`src/rtl/kst_pkg.sv`:
```
`timescale 1ns / 1ps
`default_nettype none

package kst_pkg;

  localparam int CAPACITY_DEF = 16;
  localparam int STEP_W       = 20;
  localparam int COUNT_W      = 7;

  localparam logic [1:0] ACT_BEGIN = 2'd0;
  localparam logic [1:0] ACT_PUSH  = 2'd1;
  localparam logic [1:0] ACT_END   = 2'd2;

  localparam logic [1:0] KIND_PUSH  = 2'd0;
  localparam logic [1:0] KIND_SLOT  = 2'd1;
  localparam logic [1:0] KIND_EMPTY = 2'd2;

  localparam logic [1:0] ST_UPDATED  = 2'd0;
  localparam logic [1:0] ST_INSERTED = 2'd1;
  localparam logic [1:0] ST_DROPPED  = 2'd2;

  typedef struct packed {
    logic [31:0]        id;
    logic signed [15:0] x;
    logic signed [15:0] y;
    logic signed [15:0] strength;
  } slot_t;

  typedef struct packed {
    logic               valid;
    logic [31:0]        id;
    logic signed [15:0] x;
    logic signed [15:0] y;
    logic signed [15:0] strength;
    logic [31:0]        age;
  } rep_t;

  typedef struct packed {
    logic valid;
    logic match_found;
    logic free_found;
  } sw_t;

  typedef struct packed {
    logic              age_en;
    logic              clr;
    logic              load;
    logic              shift;
    logic              wr_en;
    logic [STEP_W-1:0] step;
    slot_t             wr_data;
  } ctrl_t;

endpackage

`default_nettype wire

```
`src/rtl/kst_cell.sv`:
```
`timescale 1ns / 1ps
`default_nettype none

module kst_cell #(
  parameter int IW  = 4,
  parameter int IDX = 0
) (
  input  wire logic           clk,
  input  wire logic           rst,
  input  wire kst_pkg::ctrl_t ctrl,
  input  wire logic [IW-1:0]  wr_idx,
  input  wire kst_pkg::sw_t   sw_in,
  input  wire logic [IW-1:0]  match_idx_in,
  input  wire logic [IW-1:0]  free_idx_in,
  output kst_pkg::sw_t        sw_out,
  output logic [IW-1:0]       match_idx_out,
  output logic [IW-1:0]       free_idx_out,
  input  wire kst_pkg::rep_t  rep_in,
  output kst_pkg::rep_t       rep_out
);

  logic                used;
  kst_pkg::slot_t      slot;
  logic [31:0]         age;
  logic                wr_hit;
  logic                id_hit;
  logic [32:0]         age_sum;
  logic [31:0]         age_sat;
  kst_pkg::sw_t        sw_next;
  logic [IW-1:0]       match_idx_next;
  logic [IW-1:0]       free_idx_next;

  assign wr_hit  = ctrl.wr_en && (wr_idx == IW'(IDX));
  assign age_sum = {1'b0, age} + {{(33 - kst_pkg::STEP_W){1'b0}}, ctrl.step};
  assign age_sat = age_sum[32] ? 32'hFFFF_FFFF : age_sum[31:0];
  assign id_hit  = used && (slot.id == ctrl.wr_data.id);

  // search word moves one cell per cycle, first hit and first free slot win
  always_comb begin
    sw_next.valid       = sw_in.valid;
    sw_next.match_found = sw_in.match_found || id_hit;
    sw_next.free_found  = sw_in.free_found || !used;
    match_idx_next      = sw_in.match_found ? match_idx_in : IW'(IDX);
    free_idx_next       = sw_in.free_found ? free_idx_in : IW'(IDX);
  end

  always_ff @(posedge clk) begin
    if (rst) begin
      used <= 1'b0;
    end else if (ctrl.clr) begin
      used <= 1'b0;
    end else if (wr_hit) begin
      used <= 1'b1;
    end
  end

  always_ff @(posedge clk) begin
    if (wr_hit) begin
      slot <= ctrl.wr_data;
      age  <= '0;
    end else if (ctrl.age_en && used) begin
      age <= age_sat;
    end
  end

  always_ff @(posedge clk) begin
    if (rst) begin
      sw_out <= '0;
    end else begin
      sw_out <= sw_next;
    end
    match_idx_out <= match_idx_next;
    free_idx_out  <= free_idx_next;
  end

  // report line, loaded from the slots and shifted towards cell zero
  always_ff @(posedge clk) begin
    if (rst) begin
      rep_out <= '0;
    end else if (ctrl.load) begin
      rep_out.valid    <= used;
      rep_out.id       <= slot.id;
      rep_out.x        <= slot.x;
      rep_out.y        <= slot.y;
      rep_out.strength <= slot.strength;
      rep_out.age      <= age;
    end else if (ctrl.shift) begin
      rep_out <= rep_in;
    end
  end

endmodule

`default_nettype wire

```
`config.mk`:
```
export PLATFORM = sky130hd
export DESIGN_NAME = kst_cell
export DESIGN_NICKNAME = d
export VERILOG_FILES = /design/src/rtl/kst_pkg.sv /design/src/rtl/kst_cell.sv
export SDC_FILE = /design/constraint.sdc
export NUM_CORES = 1
export LEC_CHECK = 0
export ABC_CLOCK_PERIOD_IN_PS = 4500
export BUFFER_PORTS_ARGS = -buffer_cell sky130_fd_sc_hd__buf_2
export CAP_MARGIN = 30
export CORE_MARGIN = 4
export CORE_UTILIZATION = 40
export DETAILED_ROUTE_END_ITERATION = 10
export PLACE_DENSITY_LB_ADDON = 0.2
export SYNTH_ARGS = -nofsm -noshare
export SYNTH_HDL_FRONTEND = slang
export SYNTH_SLANG_ARGS = --single-unit
```
`constraint.sdc`:
```
create_clock -name clk -period 4.5 [get_ports clk]
set_clock_uncertainty 0.15 [all_clocks]
set_input_delay 0.45 -clock clk [delete_from_list [all_inputs] [get_ports clk]]
set_output_delay 0.45 -clock clk [all_outputs]
set_load 0.01 [all_outputs]
```
# ---- After elaboration in Yosys (flattened, before gate mapping)
# Cells that the tools add are included.
dict set report totals {
  ff_bits 237
  output_inout_bits 124
  elab_cells 31
}
dict set report classes {
  n_addsub 1
  n_eq_ne 1
  mux 3
  n_reduce_logical 9
}
# op n
set op_table {}
lappend op_table {{$mux W113} 2}
lappend op_table {{$add A32 B20 Y33} 1}
lappend op_table {{$eq A32 B32 Y1} 1}
lappend op_table {{$mux W32} 1}
lappend op_table {{$logic_not A4 Y1} 1}
lappend op_table {{$logic_and A1 B1 Y1} 3}
lappend op_table {{$logic_or A1 B1 Y1} 2}
lappend op_table {{$reduce_bool A2 Y1} 1}
lappend op_table {{$reduce_or A2 Y1} 1}
lappend op_table {{$logic_not A1 Y1} 1}

# ---- Longest topological paths before layout
# Gate-level depths: netlist (run 1).
dict set report depth {
  word_depth 3
  depth_mapped 10
}

# ---- Worst setup path before layout (run 1)
# OpenSTA, ideal clock, no wires.
dict set report synth_path {
  kind {input-to-reg}
  start {input wr_idx[1]}
  end {register slot[0] in the netlist's numbering (enable)}
  setup_time_ns 0.476
  arrival_ns 3.309
  required_ns 3.874
  setup_slack_ns 0.564
  stages 4
  n_path_buf 1
  path_cell_list {nor4_1 nand2_1 inv_1 clkbuf_1}
}
dict set report synth_via {
  elab_chain_cells 2
}
# item line_no
set synth_rtl {}
lappend synth_rtl {{start: declaration} kst_cell.sv:11} ;# input wire logic [IW-1:0] wr_idx,
lappend synth_rtl {{$logic_not A4 Y1} kst_cell.sv:33} ;# assign wr_hit = ctrl.wr_en && (wr_idx == IW'(IDX));
lappend synth_rtl {{$logic_and A1 B1 Y1} kst_cell.sv:33}
lappend synth_rtl {{net wr_hit} kst_cell.sv:25} ;# logic wr_hit;
lappend synth_rtl {{end signal: assignment} kst_cell.sv:59} ;# slot <= ctrl.wr_data;
lappend synth_rtl {{end: declaration} kst_cell.sv:23} ;# kst_pkg::slot_t slot;
# The timed path passes the listed nets, and every way through them passes these cells.
# A chain may end at the register's enable or synchronous reset.

# ---- Worst setup path after layout (run 1)
dict set report layout_path {
  start {register age[0]}
  end {register age[7]}
}
dict set report layout_via {
  elab_chain_cells 2
}
# item line_no
set layout_rtl {}
lappend layout_rtl {{start: declaration} kst_cell.sv:24} ;# logic [31:0] age;
lappend layout_rtl {{start signal: assignment} kst_cell.sv:62} ;# age <= age_sat;
lappend layout_rtl {{$add A32 B20 Y33} kst_cell.sv:34} ;# assign age_sum = {1'b0, age} + {{(33 - kst_pkg::STEP_W){1'b0}}, ctrl.step};
lappend layout_rtl {{$mux W32} kst_cell.sv:35} ;# assign age_sat = age_sum[32] ? 32'hFFFF_FFFF : age_sum[31:0];
# No other way between the ends.

==> flow_metrics.py, run 1 <==
metrics = {
    "status": {
        "outcome": "finished clean",
    },
    "synth": {
        "yosys.area.top_type": "dfxtp_1",
        "synth_cell_types": 56,
        "yosys-top-cells-count": "nor2_1 (246), dfxtp_1 (157), a21oi_1 (144)",
        "synth_most_common_cell": "nor2_1",
        "ys_seq_area_share_pct": 53.26,
        "async_flop_share_pct": 0,
        "synth_ff_type": "dfxtp_1",
        "synth_cells": 1045,
        "syn_avg_cell_area_sq_um": 9.964,
        "synth.top_cell.area_share_pct": 30.19,
        "synth_area_leaders": "dfxtp_1 (30%), edfxtp_1 (23%), mux2i_1 (11%)",
        "synth_area_sq_um": 10410,
        "synth-edff-count": 80,
        "yosysWarningCount": 0,
        "ys_ff_latch": 237,
        "syn_nets": 1301,
    },
    "layout": {
        "area.growth.synth_to_final_pct": 37.12,
        "nNetsFinal": 1726,
        "fillers": 2290,
        "drive_gt1_share_pct": 29.18,
    },
    "cts": {
        "clockBufferDepth": 3,
        "post_cts_resize_count": 0,
        "cts_inserted_buffers": 27,
        "htreeDepth": 1,
        "clkSinkCount": 237,
        "clk_pin_slew_ps": 60,
        "root_buffer": "clkbuf_16",
        "clk_latency_ps": 520,
        "tritoncts": "done",
    },
    "timing": {
        "tightestPinTransition_ps": 1010,
        "setup_viol": 0,
        "finalSetupTns_ps": 0,
        "post-route-period-util_pct": 66.58,
        "final-hold-violation-count": 0,
        "relSlewSlack_pct": 32.70,
        "slew_viol_final": 0,
        "fmax_mhz": 333.8,
        "rsz0062_at_grt": "no",
        "min_period_ps": 2996,
    },
    "worst_setup_path": {
        "r2r_setup_slack_ps": 1500,
        "cp_cell_sequence": "ha_1 -> fa_1 -> a211oi_1 -> o211a_1 -> o22ai_2 -> o21ai_4 -> nor3_4 -> nor2_4 -> a21oi_1",
        "cpPeakStageDelay_ps": 480,
        "critPathKind": "reg -> reg",
        "cp_top_family": "compound AO/OA/AOI/OAI gates",
        "cp.required_ps": 4720,
        "path_max_fanout": 18,
        "cp.arrival_ps": 3220,
        "critPathSlowestCell": "nor2_4",
        "path_buf_inv": 0,
        "cp-start-kind": "register",
        "r2r-start": "age[0]",
        "r2r_cells": 9,
        "end_kind": "register",
        "rr_endpoint": "age[7]",
    },
    "detailed_routing": {
        "drt_wl_total_mm": 30.17,
        "viasPerCell": 4.954,
        "vias": 9031,
        "postRouteAntennaNets": 0,
        "drtPass1Iterations": 5,
        "avgRoutedWirePerCell_microns": 16.55,
        "drc": 0,
        "drtIter0Drc": 471,
    },
    "floorplanning": {
        "initial_core_util_pct": 41.00,
        "dieWidth_microns": 169.3,
        "coreArea_sq_um": 25400,
        "fp.dieH_microns": 169.3,
        "core.rowCount": 58,
        "dieArea_sq_um": 28680,
        "boundaryPins": 359,
    },
    "place": {
        "port_buffers": 358,
        "place_hpwl_mm": 21.01,
        "place_congestion": 0.8549,
    },
    "global_route": {
        "antenna_found_initial": 2,
        "first_global_vias": 9007,
        "grt_max_degree": 122,
        "grt_pass1_wl_mm": 47.05,
        "gr-total-overflow": 0,
        "grt_util_all_layers_pct": 19.91,
    },
    "worst_hold_path": {
        "hold_path_depth": 2,
        "hold_path_class": "in -> reg",
        "hold_start": "sw_in[1]",
        "hold_path_end": "match_idx_out[0]",
    },
    "pwr": {
        "p_per_area_nw_per_um2": 368.2,
        "power_mw": 5.257,
        "leakagePower_nw": 6.366,
        "vdd_drop_max_mv": 0.2243,
    },
    "job": {
        "cap_violations": 0,
    },
}
-- layer usage --
metal  global-route usage (%)  share of wire [%]  routed length, microns
met4                    5.040                1.9                     570
met3                    4.379                7.4                    2238
met5                        0                  0                       0
met1                    26.53                 44                   13320
met2                    33.14                 47                   14050
-- through the flow --
stage | std cells | hold slack, ps | setup slack (ps) | cell area, sq um | util [%]
finish | 1823 | 35.30 | 1504 | 14280 | 56.21
global route | 1823 | 51.60 | 1302 | 14280 | 56.21
CTS | 1821 | 16.23 | 1493 | 14270 | 56.19
detailed placement | 1681 | 316.2 | 1257 | 12510 | 49.27
global placement | 1680 | 304.3 | 1352 | 12490 | 49.16
floorplan | 1045 | 301.7 | 564.5 | 10410 | -
-- flip-flops by register name, summed over array words and instances, names as in the netlist --
signal	flops
slot	80
used	1
age	32
rep_out	113
sw_out	3
match_idx_out	4
free_idx_out	4
-- report_power, final --
part / leakage [nW] / total (mW) / internal, mW / switching [mW]
logic: 3.93 / 0.801 / 0.382 / 0.419
clock network: 0.423 / 2.09 / 1.24 / 0.846
registers: 2.02 / 2.37 / 2.31 / 0.0561
-- cell type report --
| cell class | instances | area [sq um] | share of cell area [%] |
|---|---|---|---|
| Timing Repair Buffer | 456 | 2825 | 19.79 |
| Clock buffer | 38 | 767.0 | 5.372 |
| Multi-Input combinational cell | 744 | 4613 | 32.31 |
| Tap cell | 330 | 412.9 | 2.892 |
| Inverter | 4 | 17.52 | 0.1227 |
| Antenna cell | 2 | 5.005 | 0.03505 |
| Sequential cell | 237 | 5545 | 38.84 |
| Clock inverter | 12 | 91.34 | 0.6397 |
-- worst register-to-register path: stages, from the launching register on --
cell	delay [ps]
dfxtp_1	330
ha_1	230
fa_1	440
a211oi_1	330
o211a_1	240
o22ai_2	140
o21ai_4	280
nor3_4	90
nor2_4	480
a21oi_1	150
-- layout by cell type (no fill, tap or decap), drive strengths merged, types with 4 or more instances in the layout --
master       instances
buf                366
nor2               247
dfxtp              157
a21oi              155
mux2i              117
dlygate4sd3         90
edfxtp              80
xnor2               38
clkbuf              38
o21ai               34
ha                  20
nand2               19
xor2                12
and2                11
nand4               10
nor3                10
nand3                9
clkinv               9
a211oi               8
nor4                 6
o211ai               5
inv                  5
o21a                 4
and4                 4
-- kinds of logic (layout without fill, tap and decap cells) --
family	count (synthesis)	after routing	share of synthesized area [%]
simple gates	328	328	13.64
flops	237	237	53.26
compound gates	228	228	12.62
mux	117	117	11.25
buf+inv	64	510	2.439
xor+xnor	50	50	4.206
fa+ha+maj	21	21	2.596
other cells	0	2	0
-- worst max path at each step --
stage / from / end / cells after the start
floorplan: wr_idx[1] / slot[0] / 4
global placement: ctrl[80] / age[2] / 10
detailed placement: ctrl[80] / age[7] / 10
CTS: age[0] / age[7] / 9
global route: age[0] / age[9] / 9
finish: age[0] / age[7] / 9
-- what timing repair did --
item,in CTS,in global routing
endpoints found under the setup margin,0,0
hold buffers,90,0
setup buffers,0,0
endpoints found under the hold margin,90,0
No activity file was read; power rests on OpenSTA's default activity.
==> inputs of run 2 (changes only) <==
Settings changed: ABC_CLOCK_PERIOD_IN_PS 4500 to 2800.
Clock period 4.5 ns to 2.8 ns, I/O delays scaled along.
==> run 2 against run 1 <==
Against the previous run:
- cell count is 7.7% higher
- worst hold slack better by 5.0 ps
- worst setup slack worse by 1300 ps
- die area stayed put
- clock power is 74% higher
- global-route usage is 2.5 points higher
==> flow_metrics.py, run 2 (synthesis gave the netlist of run 1 again) <==
metrics = {
    "status": {
        "outcome": "finished clean",
    },
    "worst_setup_path": {
        "end_kind": "register",
        "cp-start-kind": "register",
        "cp.required_ps": 3070,
        "r2r_setup_slack_ps": 180,
        "crit_start": "age[12]",
        "rr_endpoint": "age[28]",
        "r2r_cells": 8,
        "r2r-start": "age[12]",
        "cp.arrival_ps": 2890,
        "crit_end": "age[28]",
        "path_max_fanout": 7,
        "critPathKind": "reg -> reg",
    },
    "detailed_routing": {
        "drc": 0,
        "drt_wl_total_mm": 33.91,
        "drtPass1Iterations": 5,
        "viasPerCell": 4.999,
        "vias": 9819,
        "drtIter0Drc": 592,
        "postRouteAntennaNets": 0,
        "avgRoutedWirePerCell_microns": 17.27,
    },
    "floorplanning": {
        "initial_core_util_pct": 41.00,
        "dieWidth_microns": 169.3,
        "coreArea_sq_um": 25400,
        "core.rowCount": 58,
        "boundaryPins": 359,
        "fp.dieH_microns": 169.3,
        "dieArea_sq_um": 28680,
    },
    "layout": {
        "utilization_pct": 62.23,
        "area.sequential_sq_um": 5545,
        "regMostFlops": "rep_out",
        "final_common_cell": "buf_2",
        "final_cell_mix": "buf_2 (355), nor2_1 (246), dlygate4sd3_1 (213)",
        "nNetsFinal": 1869,
        "largest_reg_flops": 113,
        "drive_gt1_share_pct": 28.17,
        "multi_input_area_sq_um": 4629,
        "fillers": 2033,
        "top_regs": "rep_out x113, slot x80, age x32",
        "area.growth.synth_to_final_pct": 51.79,
    },
    "cts": {
        "clkSinkCount": 237,
        "root_buffer": "clkbuf_16",
        "tritoncts": "done",
        "clk_latency_ps": 540,
        "clk_pin_slew_ps": 60,
        "cts_inserted_buffers": 27,
        "htreeDepth": 1,
        "clockBufferDepth": 3,
    },
    "place": {
        "place_congestion": 0.8816,
        "port_buffers": 358,
        "place_hpwl_mm": 22.03,
    },
    "global_route": {
        "grt_util_all_layers_pct": 22.37,
        "first_global_vias": 9890,
        "grt_pass1_wl_mm": 52.72,
        "gr-total-overflow": 0,
        "grt_max_degree": 65,
        "antenna_found_initial": 1,
    },
    "timing": {
        "setup_viol": 0,
        "fmax_mhz": 381.0,
        "tightestPinTransition_ps": 649.5,
        "finalSetupTns_ps": 0,
        "rsz0062_at_grt": "yes",
        "slew_viol_final": 0,
        "post-route-period-util_pct": 93.74,
        "min_period_ps": 2625,
        "relSlewSlack_pct": 56.70,
        "final-hold-violation-count": 0,
    },
    "pwr": {
        "vdd_drop_max_mv": 0.5333,
        "leakagePower_nw": 7.042,
        "p_per_area_nw_per_um2": 565.4,
    },
    "worst_hold_path": {
        "hold_path_class": "in -> reg",
    },
    "job": {
        "cap_violations": 0,
    },
}
[run 2: area by class of cell]
type	count	share of cell area, %
sequential	237	35.09
tap	330	2.612
timing repair buffer	599	27.04
clock buffer	38	4.916
inverter	4	0.1108
multi-input combinational	744	29.29
antenna	1	0.01583
clock inverter	11	0.9262
[run 2: how the worst min path moves through the flow]
stage | cells after the start | endpoint | start
final | 3 | age[0] | ctrl[80]
after global routing | 3 | age[0] | ctrl[80]
after CTS | 3 | age[0] | ctrl[80]
after detailed placement | 2 | used | ctrl[103]
after global placement | 2 | used | ctrl[103]
after floorplan | 1 | used | ctrl[103]
[run 2: timing repair]
action,CTS,global route
resized for setup,0,4
hold endpoints to repair,205,0
hold buffers,213,0
endpoints found under the setup margin,0,28
buffers inserted,0,0
[run 2: per-layer routing]
| layer | GRT usage [%] | vias to the layer above | routed length (microns) |
|---|---|---|---|
| li1 | - | 4817 | - |
| met1 | 28.83 | 4571 | 14240 |
| met2 | 38.37 | 370 | 16430 |
| met3 | 4.286 | 61 | 2389 |
| met4 | 6.650 | 0 | 853 |
| met5 | 0 | - | 0 |
[run 2: worst max-delay path, stage by stage, from the launching register on]
cell	delay (ps)
dfxtp_1	330
ha_1	410
nand3_2	120
or4_1	540
o22ai_2	220
o21ai_4	130
nor3_4	290
and4_2	270
nor3_1	40
[run 2: metrics by stage]
stage | worst slack (ps) | total power, mW | std cells | hold WS, ps | instance area [sq um]
floorplan | 296.3 | 4.612 | 1045 | 209.3 | 10410
global placement | 94.45 | 5.075 | 1701 | 295.4 | 12730
detailed placement | -20.74 | 5.092 | 1701 | 298.6 | 12730
CTS | 55.73 | 8.987 | 1963 | 19.18 | 15790
global route | -3.899 | 9.320 | 1964 | 48.29 | 15810
finish | 175.2 | 8.937 | 1964 | 40.27 | 15810
[run 2: report_power, final]
group          leakage (nW)  internal (mW)  switching, mW
Combinational          4.57          0.758          0.732
Sequential             2.02           3.71         0.0928
Clock                 0.455           2.21           1.43
